===== src/design/wfpa_pkg.sv =====
// wfpa_pkg: shared types and constants for the worst-fit partition allocator.
// Used by wfpa_cell and worst_fit_partition_allocator; depends on nothing.

package wfpa_pkg;

    localparam int CNT_W        = 6;   // block_count register width
    localparam int IDX_FIELD_W  = 5;   // block_index / chosen_block field width
    localparam int SIZE_FIELD_W = 16;  // size / chosen_size / leftover field width

    localparam logic [CNT_W-1:0] BLOCK_COUNT_RST = 6'd32;

    // command codes
    localparam logic CMD_LOAD  = 1'b0;
    localparam logic CMD_ALLOC = 1'b1;

    typedef struct packed {
        logic                    cmd;
        logic [IDX_FIELD_W-1:0]  block_index;
        logic [SIZE_FIELD_W-1:0] size;
    } in_item_t;

    typedef struct packed {
        logic                    granted;
        logic [IDX_FIELD_W-1:0]  chosen_block;
        logic [SIZE_FIELD_W-1:0] chosen_size;
        logic [SIZE_FIELD_W-1:0] leftover;
    } out_item_t;

    // control half of the search record that walks down the cell chain
    typedef struct packed {
        logic valid;
        logic found;
    } srch_ctl_t;

endpackage


===== src/design/wfpa_cell.sv =====
// wfpa_cell: one partition of the allocator (size and taken flag) plus one
// stage of the worst-fit search chain. Depends on wfpa_pkg.

module wfpa_cell
    import wfpa_pkg::*;
#(
    parameter int IDX       = 0,
    parameter int IDX_W     = 5,
    parameter int SIZE_BITS = 16
)
(
    input  logic                 clk,
    input  logic                 rst_n,
    // partition maintenance
    input  logic                 load_en,
    input  logic [IDX_W-1:0]     load_idx,
    input  logic [SIZE_BITS-1:0] load_size,
    input  logic                 take_en,
    input  logic [IDX_W-1:0]     take_idx,
    // search broadcast
    input  logic [CNT_W-1:0]     block_count,
    input  logic [SIZE_BITS-1:0] req,
    // search record from the previous cell
    input  srch_ctl_t            ctl_in,
    input  logic [IDX_W-1:0]     idx_in,
    input  logic [SIZE_BITS-1:0] left_in,
    input  logic [SIZE_BITS-1:0] size_in,
    // search record to the next cell
    output srch_ctl_t            ctl_out,
    output logic [IDX_W-1:0]     idx_out,
    output logic [SIZE_BITS-1:0] left_out,
    output logic [SIZE_BITS-1:0] size_out
);

    localparam logic [IDX_W-1:0] MY_IDX = IDX_W'(IDX);
    localparam logic [CNT_W-1:0] MY_CNT = CNT_W'(IDX % 64);
    localparam bit               CNT_OK = (IDX < 64);

    logic [SIZE_BITS-1:0] size_reg;
    logic                 taken_reg;
    srch_ctl_t            ctl_reg;
    logic [IDX_W-1:0]     idx_reg;
    logic [SIZE_BITS-1:0] left_reg;
    logic [SIZE_BITS-1:0] bsize_reg;

    logic                 in_range;
    logic                 fits;
    logic [SIZE_BITS-1:0] left;
    logic                 pick;

    assign in_range = CNT_OK && (block_count > MY_CNT);
    assign fits     = in_range && !taken_reg && (size_reg >= req);
    assign left     = size_reg - req;
    assign pick     = ctl_in.valid && fits && (!ctl_in.found || (left > left_in));

    // partition storage
    always_ff @(posedge clk)
    begin
        if (load_en && (load_idx == MY_IDX))
        begin
            size_reg <= load_size;
        end
    end

    always_ff @(posedge clk or negedge rst_n)
    begin
        if (!rst_n)
        begin
            taken_reg <= 1'b0;
        end
        else if (load_en && (load_idx == MY_IDX))
        begin
            taken_reg <= 1'b0;
        end
        else if (take_en && (take_idx == MY_IDX))
        begin
            taken_reg <= 1'b1;
        end
    end

    // search stage
    always_ff @(posedge clk or negedge rst_n)
    begin
        if (!rst_n)
        begin
            ctl_reg <= '0;
        end
        else
        begin
            ctl_reg.valid <= ctl_in.valid;
            ctl_reg.found <= ctl_in.found || pick;
        end
    end

    always_ff @(posedge clk)
    begin
        idx_reg   <= pick ? MY_IDX   : idx_in;
        left_reg  <= pick ? left     : left_in;
        bsize_reg <= pick ? size_reg : size_in;
    end

    assign ctl_out  = ctl_reg;
    assign idx_out  = idx_reg;
    assign left_out = left_reg;
    assign size_out = bsize_reg;

endmodule


===== src/design/worst_fit_partition_allocator.sv =====
// worst_fit_partition_allocator: top level, command decode, result buffering
// and the chain of wfpa_cell partitions. Depends on wfpa_pkg and wfpa_cell.

// A fixed-partition worst-fit allocator. Each of BLOCKS partitions lives in a
// cell of its own, holding its size and a taken flag. A load beat (cmd 0)
// writes one partition's size and frees it; it returns no beat. An allocate
// beat (cmd 1) sends a search record down the cell chain, one cell per
// cycle; each cell whose index is below block_count and that is free and
// large enough replaces the record if it leaves a strictly larger leftover,
// so ties keep the lowest index. The record is launched from start_reg,
// walks through the BLOCKS cells, is captured from the tail into a pending
// register and is then loaded into the output register once that is free,
// where out_valid rises; the next item is accepted only after that hand-off,
// and no new item is accepted during the walk. The winner is marked taken as
// the record leaves the last cell. A request that fits nowhere returns a beat
// with granted low and all other fields zero. A finished result sits in an
// output register, so the next item is accepted while it waits to be taken.
// block_count (reset 32) is written through the cfg channel, which is always
// ready; write it only while the block is idle.

module worst_fit_partition_allocator
    import wfpa_pkg::*;
#(
    parameter int BLOCKS    = 32,
    parameter int SIZE_BITS = 16
)
(
    input  logic             clk,
    input  logic             rst_n,
    // configuration write channel
    input  logic             cfg_valid,
    output logic             cfg_ready,
    input  logic [CNT_W-1:0] cfg_data,
    // command channel
    input  logic             in_valid,
    output logic             in_ready,
    input  in_item_t         in_data,
    // result channel
    output logic             out_valid,
    input  logic             out_ready,
    output out_item_t        out_data
);

    localparam int IDX_W = (BLOCKS > 1) ? $clog2(BLOCKS) : 1;

    typedef enum logic [1:0] {
        ST_IDLE,
        ST_SCAN,
        ST_DONE
    } state_t;

    state_t               state_reg;
    logic [CNT_W-1:0]     block_count_reg;
    logic [SIZE_BITS-1:0] req_reg;
    logic                 start_reg;
    logic                 out_valid_reg;
    out_item_t            out_data_reg;
    out_item_t            pend_reg;

    // search chain: element k feeds cell k, element BLOCKS is the tail
    srch_ctl_t            ctl_chain  [BLOCKS+1];
    logic [IDX_W-1:0]     idx_chain  [BLOCKS+1];
    logic [SIZE_BITS-1:0] left_chain [BLOCKS+1];
    logic [SIZE_BITS-1:0] size_chain [BLOCKS+1];

    logic                 in_fire;
    logic                 load_en;
    logic                 alloc_fire;
    logic [IDX_W-1:0]     load_idx;
    logic [SIZE_BITS-1:0] load_size;
    logic                 take_en;
    logic                 tail_valid;
    logic                 out_free;

    // configuration: always accept the write
    assign cfg_ready = 1'b1;

    always_ff @(posedge clk or negedge rst_n)
    begin
        if (!rst_n)
        begin
            block_count_reg <= BLOCK_COUNT_RST;
        end
        else if (cfg_valid)
        begin
            block_count_reg <= cfg_data;
        end
    end

    // command decode; loads beyond the partition range are dropped
    assign in_ready   = (state_reg == ST_IDLE);
    assign in_fire    = in_valid && in_ready;
    assign alloc_fire = in_fire && (in_data.cmd == CMD_ALLOC);
    assign load_en    = in_fire && (in_data.cmd == CMD_LOAD)
                        && (int'(in_data.block_index) < BLOCKS);
    assign load_idx   = IDX_W'(in_data.block_index);
    assign load_size  = SIZE_BITS'(in_data.size);

    // head of the chain: a fresh, empty search record
    assign ctl_chain[0].valid = start_reg;
    assign ctl_chain[0].found = 1'b0;
    assign idx_chain[0]       = '0;
    assign left_chain[0]      = '0;
    assign size_chain[0]      = '0;

    // tail of the chain: mark the winner taken as the record leaves
    assign tail_valid = ctl_chain[BLOCKS].valid;
    assign take_en    = tail_valid && ctl_chain[BLOCKS].found;

    for (genvar k = 0; k < BLOCKS; k++)
    begin : g_cell
        wfpa_cell #(
            .IDX       (k),
            .IDX_W     (IDX_W),
            .SIZE_BITS (SIZE_BITS)
        ) u_cell (
            .clk         (clk),
            .rst_n       (rst_n),
            .load_en     (load_en),
            .load_idx    (load_idx),
            .load_size   (load_size),
            .take_en     (take_en),
            .take_idx    (idx_chain[BLOCKS]),
            .block_count (block_count_reg),
            .req         (req_reg),
            .ctl_in      (ctl_chain[k]),
            .idx_in      (idx_chain[k]),
            .left_in     (left_chain[k]),
            .size_in     (size_chain[k]),
            .ctl_out     (ctl_chain[k+1]),
            .idx_out     (idx_chain[k+1]),
            .left_out    (left_chain[k+1]),
            .size_out    (size_chain[k+1])
        );
    end

    assign out_free = !out_valid_reg || out_ready;

    // sequencer: launch the walk, catch the tail, hand off to the output
    always_ff @(posedge clk or negedge rst_n)
    begin
        if (!rst_n)
        begin
            state_reg     <= ST_IDLE;
            start_reg     <= 1'b0;
            out_valid_reg <= 1'b0;
        end
        else
        begin
            start_reg <= alloc_fire;
            if ((state_reg == ST_DONE) && out_free)
            begin
                out_valid_reg <= 1'b1;
            end
            else if (out_ready)
            begin
                out_valid_reg <= 1'b0;
            end
            case (state_reg)
                ST_IDLE:
                begin
                    if (alloc_fire)
                    begin
                        state_reg <= ST_SCAN;
                    end
                end
                ST_SCAN:
                begin
                    if (tail_valid)
                    begin
                        state_reg <= ST_DONE;
                    end
                end
                ST_DONE:
                begin
                    if (out_free)
                    begin
                        state_reg <= ST_IDLE;
                    end
                end
                default:
                begin
                    state_reg <= ST_IDLE;
                end
            endcase
        end
    end

    // payload registers: no reset needed
    always_ff @(posedge clk)
    begin
        if (alloc_fire)
        begin
            req_reg <= SIZE_BITS'(in_data.size);
        end
        if ((state_reg == ST_SCAN) && tail_valid)
        begin
            pend_reg.granted      <= ctl_chain[BLOCKS].found;
            pend_reg.chosen_block <= IDX_FIELD_W'(idx_chain[BLOCKS]);
            pend_reg.chosen_size  <= SIZE_FIELD_W'(size_chain[BLOCKS]);
            pend_reg.leftover     <= SIZE_FIELD_W'(left_chain[BLOCKS]);
        end
        if ((state_reg == ST_DONE) && out_free)
        begin
            out_data_reg <= pend_reg;
        end
    end

    assign out_valid = out_valid_reg;
    assign out_data  = out_data_reg;

endmodule

===== config.mk =====
export PLATFORM = sky130hd
export DESIGN_NAME = worst_fit_partition_allocator
export DESIGN_NICKNAME = d
export VERILOG_FILES = /design/src/design/wfpa_pkg.sv /design/src/design/wfpa_cell.sv /design/src/design/worst_fit_partition_allocator.sv
export SDC_FILE = /design/constraint.sdc
export NUM_CORES = 2
export LEC_CHECK = 0
export BUFFER_PORTS_ARGS = -buffer_cell sky130_fd_sc_hd__buf_4
export CORE_MARGIN = 3
export CORE_UTILIZATION = 55
export DETAILED_ROUTE_END_ITERATION = 6
export PLACE_DENSITY_LB_ADDON = 0.25
export RECOVER_POWER = 50
export SYNTH_ARGS = -nofsm -noshare
export SYNTH_HDL_FRONTEND = slang
export SYNTH_SLANG_ARGS = --single-unit
export TNS_END_PERCENT = 1

===== constraint.sdc =====
create_clock -name clk -period 7.1 [get_ports clk]
set_clock_uncertainty 0.2 [all_clocks]
set_input_delay 1.42 -clock clk [delete_from_list [all_inputs] [get_ports clk]]
set_output_delay 1.42 -clock clk [all_outputs]
set_load 0.1 [all_outputs]

Yosys cells after proc, flatten, opt, wreduce, memory -nomap -nowiden. Index checks and enable logic that the tools add are counted.

Add/sub/neg operators: 32. $lt $le $gt $ge: 95. Equal/unequal tests: 67. Muxes and demuxes: 132. Bitwise logic cells: 1. Reductions and logical operators: 361.

Operators by type and width (count): two-way mux 16 bit (62); >= comparator 16 bit (32); subtractor 16 bit (32); greater-than comparator 16 bit (31); logical AND 1 bit (197); equality test 5 bit, second input constant (32); greater-than comparator 6 x 5 -> 1 bit, second input constant (16); equality test 5 x 4 -> 1 bit, second input constant (16); two-way mux 1 bit (66); nonzero test 2 bit (33); zero test 1 bit (64); logical OR 1 bit (63); greater-than comparator 6 x 4 -> 1 bit, second input constant (8); equality test 5 x 3 -> 1 bit, second input constant (8); greater-than comparator 6 x 3 -> 1 bit, second input constant (4); equality test 5 x 2 -> 1 bit, second input constant (4); greater-than comparator 6 x 1 -> 1 bit, second input constant (2); greater-than comparator 6 x 2 -> 1 bit, second input constant (2); equality test 5 x 1 -> 1 bit, second input constant (2); zero test 5 bit (2); two-way mux 2 bit (3); one-hot mux 2 bit (3 select lines) (1); inequality test 2 x 1 -> 1 bit, second input constant (2); AND reduction 3 bit (1); 5 further kinds (5).

Register bits after elaboration: 1863. Input port bits: 33. Logic and storage cells: 924.

Depth between registers and ports, before layout.
Depth after elaboration: 6. Mapped depth: 21. Depth with buffers taken out: 19.

Modules after synthesis. A second synthesis with hierarchy kept.

Cell total of the unflattened synthesis: 9642. Area, all modules: 105035.7 um^2.

By module, submodules not included: wfpa_cell at g_cell[9].u_cell (times used 1, cells an instance 303, area each 3266.9 um^2, sequential area each 1296.2 um^2); wfpa_cell at g_cell[21].u_cell (times used 1, cells an instance 302, area each 3250.6 um^2, sequential area each 1296.2 um^2); wfpa_cell at g_cell[2].u_cell (times used 1, cells an instance 304, area each 3246.9 um^2, sequential area each 1296.2 um^2); wfpa_cell at g_cell[3].u_cell (times used 1, cells an instance 301, area each 3240.6 um^2, sequential area each 1296.2 um^2); wfpa_cell at g_cell[7].u_cell (times used 1, cells an instance 301, area each 3238.1 um^2, sequential area each 1296.2 um^2); wfpa_cell at g_cell[6].u_cell (times used 1, cells an instance 305, area each 3236.9 um^2, sequential area each 1296.2 um^2); wfpa_cell at g_cell[15].u_cell (times used 1, cells an instance 293, area each 3231.8 um^2, sequential area each 1296.2 um^2); wfpa_cell at g_cell[5].u_cell (times used 1, cells an instance 303, area each 3231.8 um^2, sequential area each 1296.2 um^2); wfpa_cell at g_cell[18].u_cell (times used 1, cells an instance 301, area each 3229.3 um^2, sequential area each 1296.2 um^2); wfpa_cell at g_cell[10].u_cell (times used 1, cells an instance 301, area each 3228.1 um^2, sequential area each 1296.2 um^2); wfpa_cell at g_cell[24].u_cell (times used 1, cells an instance 299, area each 3225.6 um^2, sequential area each 1296.2 um^2); wfpa_cell at g_cell[8].u_cell (times used 1, cells an instance 305, area each 3224.3 um^2, sequential area each 1296.2 um^2); wfpa_cell at g_cell[0].u_cell (times used 1, cells an instance 303, area each 3211.8 um^2, sequential area each 1296.2 um^2); wfpa_cell at g_cell[22].u_cell (times used 1, cells an instance 305, area each 3211.8 um^2, sequential area each 1296.2 um^2); +19 rows.

Worst setup path before layout. Ideal clock, no wire load.

Path kind: register -> register. Start point: register req_reg[1]. End point: register g_cell[30].u_cell.left_reg[14]. Setup time: 0.122 ns. Data arrival time: 6.703 ns. Required time: 6.778 ns. Slack: 0.076 ns. Cell stages (with the launch flop): 20. Clock period less this slack: 7.024 ns. Path through: edfxtp_1 inv_1 ha_1 nor2b_1 o31ai_1 a21oi_1 a2111oi_0 o21ai_0 a31oi_1 xnor2_1 ha_1 nand4_1 nor4_1 o21ai_0 o2111ai_1 o21ai_1 or2_2 buf_2 buf_4 a221o_1.

Cells in the longest elaborated chain, start to end: 5.

RTL lines: start: declaration (RTL line worst_fit_partition_allocator.sv:54) `logic [SIZE_BITS-1:0] req_reg;`; start signal: assignment (RTL line worst_fit_partition_allocator.sv:194) `req_reg <= SIZE_BITS'(in_data.size);`; subtractor 16 bit or >= comparator 16 bit (tied branches) (RTL line wfpa_cell.sv:53, wfpa_cell.sv:52); greater-than comparator 16 bit or logical AND 1 bit (tied branches) (RTL line wfpa_cell.sv:54, wfpa_cell.sv:52); logical OR 1 bit or logical AND 1 bit (tied branches) (RTL line wfpa_cell.sv:54) `assign pick = ctl_in.valid && fits && (!ctl_in.found || (left > left_in));`; logical AND 1 bit (RTL line wfpa_cell.sv:54); two-way mux 16 bit * (RTL line wfpa_cell.sv:98) `left_reg <= pick ? left : left_in;`; end signal: assignment (RTL line wfpa_cell.sv:98); end: declaration (RTL line wfpa_cell.sv:43) `logic [SIZE_BITS-1:0] left_reg;`.

Every way passes the cells marked *; elsewhere a longest branch is shown, timed or not. A chain may end at the register's enable or synchronous reset.

Final worst setup path.
Start point: register req_reg[3]. End point: register g_cell[24].u_cell.bsize_reg[12].

Cells in the longest elaborated chain, start to end: 5.

RTL lines: subtractor 16 bit or >= comparator 16 bit (tied branches) (RTL line wfpa_cell.sv:53, wfpa_cell.sv:52); greater-than comparator 16 bit or logical AND 1 bit (tied branches) (RTL line wfpa_cell.sv:54, wfpa_cell.sv:52); logical OR 1 bit or logical AND 1 bit (tied branches) (RTL line wfpa_cell.sv:54); logical AND 1 bit * (RTL line wfpa_cell.sv:54); two-way mux 16 bit * (RTL line wfpa_cell.sv:99) `bsize_reg <= pick ? size_reg : size_in;`; end signal: assignment (RTL line wfpa_cell.sv:99); end: declaration (RTL line wfpa_cell.sv:44) `logic [SIZE_BITS-1:0] bsize_reg;`.

Marks and branches as above.

==> results.md <==
- The share of synthesized flip-flops with an asynchronous set or reset is between 5 and 6%.
- The area overhead of the layout relative to synthesis is 11.1%.
- The worst setup slack for register-to-register paths is 0.91 ns.
- The total overflow reported by the global router is 0.
- The initial standard-cell utilization of the core is between 50% and 60%.
- The first global-routing pass estimated 427 mm of wire.
- The number of synthesized flops with an enable pin is between 600 and 700.
- Clock-pin slew was measured on the worst setup and hold paths at around 0.06 ns.
- When the netlist entered floorplanning its net count stood at 9,792.
- For the worst-skew pair, the clock arrives at the later sink with an insertion delay of 0.85 ns.
- In the final layout, the share of cells above drive strength 1 is 16.6%.
- The critical path arrival is between 6 and 7 ns.
- The post-CTS setup buffer count is 0.
- For the pin with the worst max-slew slack, the measured transition is 4.45 ns.
- After detailed routing, the average wire length per cell comes to 25.2 um.
- The final number of max-transition violations is between 700 and 800.
- Detailed placement ended at an HPWL of 212 mm.
- The most used flip-flop cell after synthesis is sky130_fd_sc_hd__dfxtp_1.
- The clock passes through at most 3 buffers.
- The proportion of netlist area held by the largest area contributor is around a quarter.
- The width of the die is 423 um.
- The count of instances resized after the clock tree is built is 0.
- Max-cap violations in this run came to 20.
- The endpoint of the worst hold-timing path is g_cell[18].u_cell.ctl_out[1].
- The highest layer touched by signal routing is met5.
- The detailed-router iteration count before antenna repair is 6.
- The total area inside the core boundary comes to 172,000 um2.
- In this run the static leakage power is 44.1 nW.
- After detailed routing, the met2 layer carries 127 mm of wire.
- For this block, the initial DRC count from the detailed router was 6,571.
- Data on the critical path is required at its endpoint by 7.62 ns.
- The final critical-path required period is between 6 and 7 ns.
- Clock tree synthesis inserted a total of 194 buffers.
- The die covers 179,000 um2.
- The detailed-route wire length on metal 1 is between 100 and 150 mm.
- The number of hold-slack violations in the final timing report is 0.
- After layout, the worst path uses between 80% and 90% of the clock period.
- The filler cell count in the final layout is 14,000.
- Using the TritonRoute via totals, the vias-per-cell ratio works out to roughly 6.
- In this run the vertical extent of the chip is 423 um.
- The startpoint identified for the worst hold timing path is g_cell[17].u_cell.ctl_out[1].
- Input and output buffers added on the ports amount to 72.
- The critical path class is flop to flop.
- The remaining antenna violation count is 0.
- Along the worst hold path, the cell count comes to 0.
- The tightest slew margin relative to the limit is -196%.
- In the synthesized netlist, the number of instances is 8,719.
- The combined flip-flop and latch cell area is 43,900 um2.
- The worst hold-check path type is flop to flop.
- Routability-driven placement finished with a final weighted congestion of roughly 0.95.
- The CTS sink count is about 1,900.
- The startpoint identified for the worst register-to-register timing path is req_reg[3].
- The worst reg-to-reg path cell count is 16.
- The share of the yosys chip area belonging to registers is between 40% and 50%.
- Entering global routing, the biggest net connects 63 pins.
- The total I/O pin count is 74.
- The number of global-route vias before repair is 67,600.
- Detailed routing placed a total of 21.5 mm of wire on met3.
- In this run the critical register-to-register path is captured at g_cell[24].u_cell.size_out[12].
- The total number of vias is slightly below 70,000.
- The worst setup path is captured at a flop.
- The net count of the finished layout is 10,000.
- Yosys attributes the largest share of cell area to sky130_fd_sc_hd__dfxtp_1 (24%), sky130_fd_sc_hd__edfxtp_1 (19%), sky130_fd_sc_hd__ha_1 (13%).
- For this block, the routed nets add up to a little under 300 mm of wire.
- The total track usage is 31.7%.
- The number of warning messages in the yosys log is 0.
- The TritonCTS clock tree is yes.
- The count of hold buffers inserted by post-cts repair is 0.
- Row generation in the floorplan step produced 152 rows.
- The final setup violation count is 0.
- Along the worst path, the maximum fanout reaches 37.
- The master cell of the clock root buffer is sky130_fd_sc_hd__clkbuf_16.
- The checks that failed: max-capacitance violations, max-slew violations.
- In the final timing run, aggregate negative setup slack is 0 ns.
- The timing-limited maximum frequency is around 160 MHz.
- The number of distinct library cells after synthesis is 90.
- Summing all multi-input logic gate instances after layout gives about 48,000 um2.
- The H-tree was split into 4 levels.
- Setup repair after global routing left no endpoint under its margin.
- Cells fill 61.6% of the core in the end.
- The summed instance area of the synthesized netlist is 95,400 um2.
- The per-instance average area after synthesis is between 10 and 15 um2.
- The peak supply drop is 236 uV.
- In the synthesized netlist, the cells that appear most often are sky130_fd_sc_hd__dfxtp_1 (1,153), sky130_fd_sc_hd__ha_1 (1,008), sky130_fd_sc_hd__mux2_2 (913).
- The flow ran to the end, but the final reports show violations.
- By instance count, the leading cell after synthesis is sky130_fd_sc_hd__dfxtp_1.
- The cell area power density is 254 nW/um2.
- In this run, synthesis produced a sequential element count of 1,863.
- The initial antenna violation count is 13.
- Summed over all instances, the cell type with the most area after synthesis is sky130_fd_sc_hd__dfxtp_1.
- The number of DRC violations after detailed routing is 0.
- The worst setup path is launched from a flop.
how the worst max path moves through the flow:
stage,slack [ns],cells after the start,startpoint,endpoint
after floorplan,0.08,19,req_reg[1],g_cell[30].u_cell.left_out[14]
after global placement,1.19,17,req_reg[1],g_cell[30].u_cell.left_out[14]
after detailed placement,1.01,20,req_reg[1],g_cell[14].u_cell.size_out[6]
after CTS,1.0,20,req_reg[1],g_cell[14].u_cell.size_out[9]
after global routing,0.46,2,rst_n,g_cell[5].u_cell.ctl_out[0]
final,0.91,16,req_reg[3],g_cell[24].u_cell.size_out[12]
layout make-up:
type	instances	area share [%]
Sequential cell	1863	41.4
Tap cell	2310	2.73
Inverter	756	2.68
Clock inverter	116	1.25
Timing Repair Buffer	205	1.42
Clock buffer	253	5.09
Antenna cell	8	0.0189
Multi-Input combinational cell	5943	45.4
layer usage:
layer	track usage, %	vias to the layer above
li1	-	32000
met1	43.3	33400
met2	49.4	2567
met3	5.29	637
met4	14.7	2
met5	0	-
placed cells by master (no fill, tap or decap), types with 31 or more instances in the layout:
cell type | synthesis | layout
sky130_fd_sc_hd__xnor2_1 | 277 | 277
sky130_fd_sc_hd__nor2b_1 | 179 | 179
sky130_fd_sc_hd__xor2_1 | 94 | 94
sky130_fd_sc_hd__nor4_1 | 34 | 34
sky130_fd_sc_hd__clkbuf_1 | 75 | 90
sky130_fd_sc_hd__edfxtp_1 | 604 | 604
sky130_fd_sc_hd__nand2_1 | 344 | 344
sky130_fd_sc_hd__and2_1 | 59 | 59
sky130_fd_sc_hd__dfrtp_1 | 105 | 105
sky130_fd_sc_hd__nand4_1 | 110 | 110
sky130_fd_sc_hd__o2111ai_1 | 39 | 39
sky130_fd_sc_hd__inv_1 | 756 | 741
sky130_fd_sc_hd__a21o_1 | 221 | 221
sky130_fd_sc_hd__nand3_1 | 151 | 151
sky130_fd_sc_hd__or2_2 | 73 | 73
sky130_fd_sc_hd__clkinv_2 | 0 | 31
sky130_fd_sc_hd__a21boi_0 | 37 | 37
sky130_fd_sc_hd__o21ai_0 | 338 | 338
sky130_fd_sc_hd__mux2i_1 | 56 | 56
sky130_fd_sc_hd__or3_1 | 41 | 41
sky130_fd_sc_hd__mux2_2 | 913 | 913
sky130_fd_sc_hd__dfxtp_1 | 1153 | 1153
sky130_fd_sc_hd__nand2b_1 | 145 | 145
sky130_fd_sc_hd__nor3_1 | 128 | 128
sky130_fd_sc_hd__fa_1 | 32 | 32
sky130_fd_sc_hd__a31oi_1 | 72 | 72
sky130_fd_sc_hd__o21bai_1 | 52 | 51
sky130_fd_sc_hd__a211oi_1 | 49 | 49
sky130_fd_sc_hd__and3_1 | 79 | 79
sky130_fd_sc_hd__o211ai_1 | 47 | 47
sky130_fd_sc_hd__clkbuf_16 | 0 | 201
sky130_fd_sc_hd__a21oi_1 | 435 | 434
sky130_fd_sc_hd__o31ai_1 | 32 | 32
sky130_fd_sc_hd__o21a_1 | 121 | 121
sky130_fd_sc_hd__a2111oi_0 | 33 | 33
sky130_fd_sc_hd__nor2_1 | 459 | 458
sky130_fd_sc_hd__buf_4 | 8 | 134
sky130_fd_sc_hd__ha_1 | 1008 | 1008
stage by stage:
stage | setup WS (ns) | power (W) | cells | hold WS, ns | cell area [um2]
2_1_floorplan | 0.0756 | 0.0148 | 8719 | 0.146 | 95400
3_3_place_gp | 1.19 | 0.0162 | 11100 | 0.151 | 99500
3_5_place_dp | 1.01 | 0.0163 | 11100 | 0.154 | 99500
4_1_cts | 0.996 | 0.0270 | 11400 | 0.158 | 106000
5_1_grt | 0.465 | 0.0280 | 11400 | 0.169 | 106000
6_report | 0.909 | 0.0269 | 11500 | 0.159 | 106000
kinds of logic (layout without fill, tap and decap cells):
logic type               after synthesis  in the layout  share of synthesized area (%)
XOR/XNOR                             371            371                           3.41
multiplexers                         973            973                           11.4
AND/OR/NAND/NOR                     1908           1908                           10.3
buffers and inverters                913           1330                           3.73
AO/OA/AOI/OAI                       1650           1650                           11.3
flip-flops                          1863           1863                           46.0
other                                  1              9                        0.00393
adder cells (fa/ha/maj)             1040           1040                           13.9
worst max-delay path, stage by stage (launching register included):
cell and delay [ns]:
sky130_fd_sc_hd__edfxtp_1 0.38, sky130_fd_sc_hd__inv_2 0.72, sky130_fd_sc_hd__buf_4 0.33, sky130_fd_sc_hd__ha_1 0.29, sky130_fd_sc_hd__a21boi_0 0.18, sky130_fd_sc_hd__o31a_1 0.32
sky130_fd_sc_hd__o21bai_1 0.28, sky130_fd_sc_hd__nand2_1 0.08, sky130_fd_sc_hd__o311ai_0 1.04, sky130_fd_sc_hd__ha_1 0.25, sky130_fd_sc_hd__nand3_1 0.09, sky130_fd_sc_hd__or4_1 0.54
sky130_fd_sc_hd__o21ai_0 0.17, sky130_fd_sc_hd__a21oi_1 0.09, sky130_fd_sc_hd__nor3_4 0.19, sky130_fd_sc_hd__buf_4 0.48, sky130_fd_sc_hd__mux2_2 0.40
power by group:
group / total, W / switching, W / internal (W)
clock network: 0.0107 / 0.00447 / 0.00620
logic: 0.00461 / 0.00279 / 0.00182
registers: 0.0116 / 0.000254 / 0.0114
total: 0.0269 / 0.00751 / 0.0194
No activity file was read; power rests on OpenSTA's default activity.
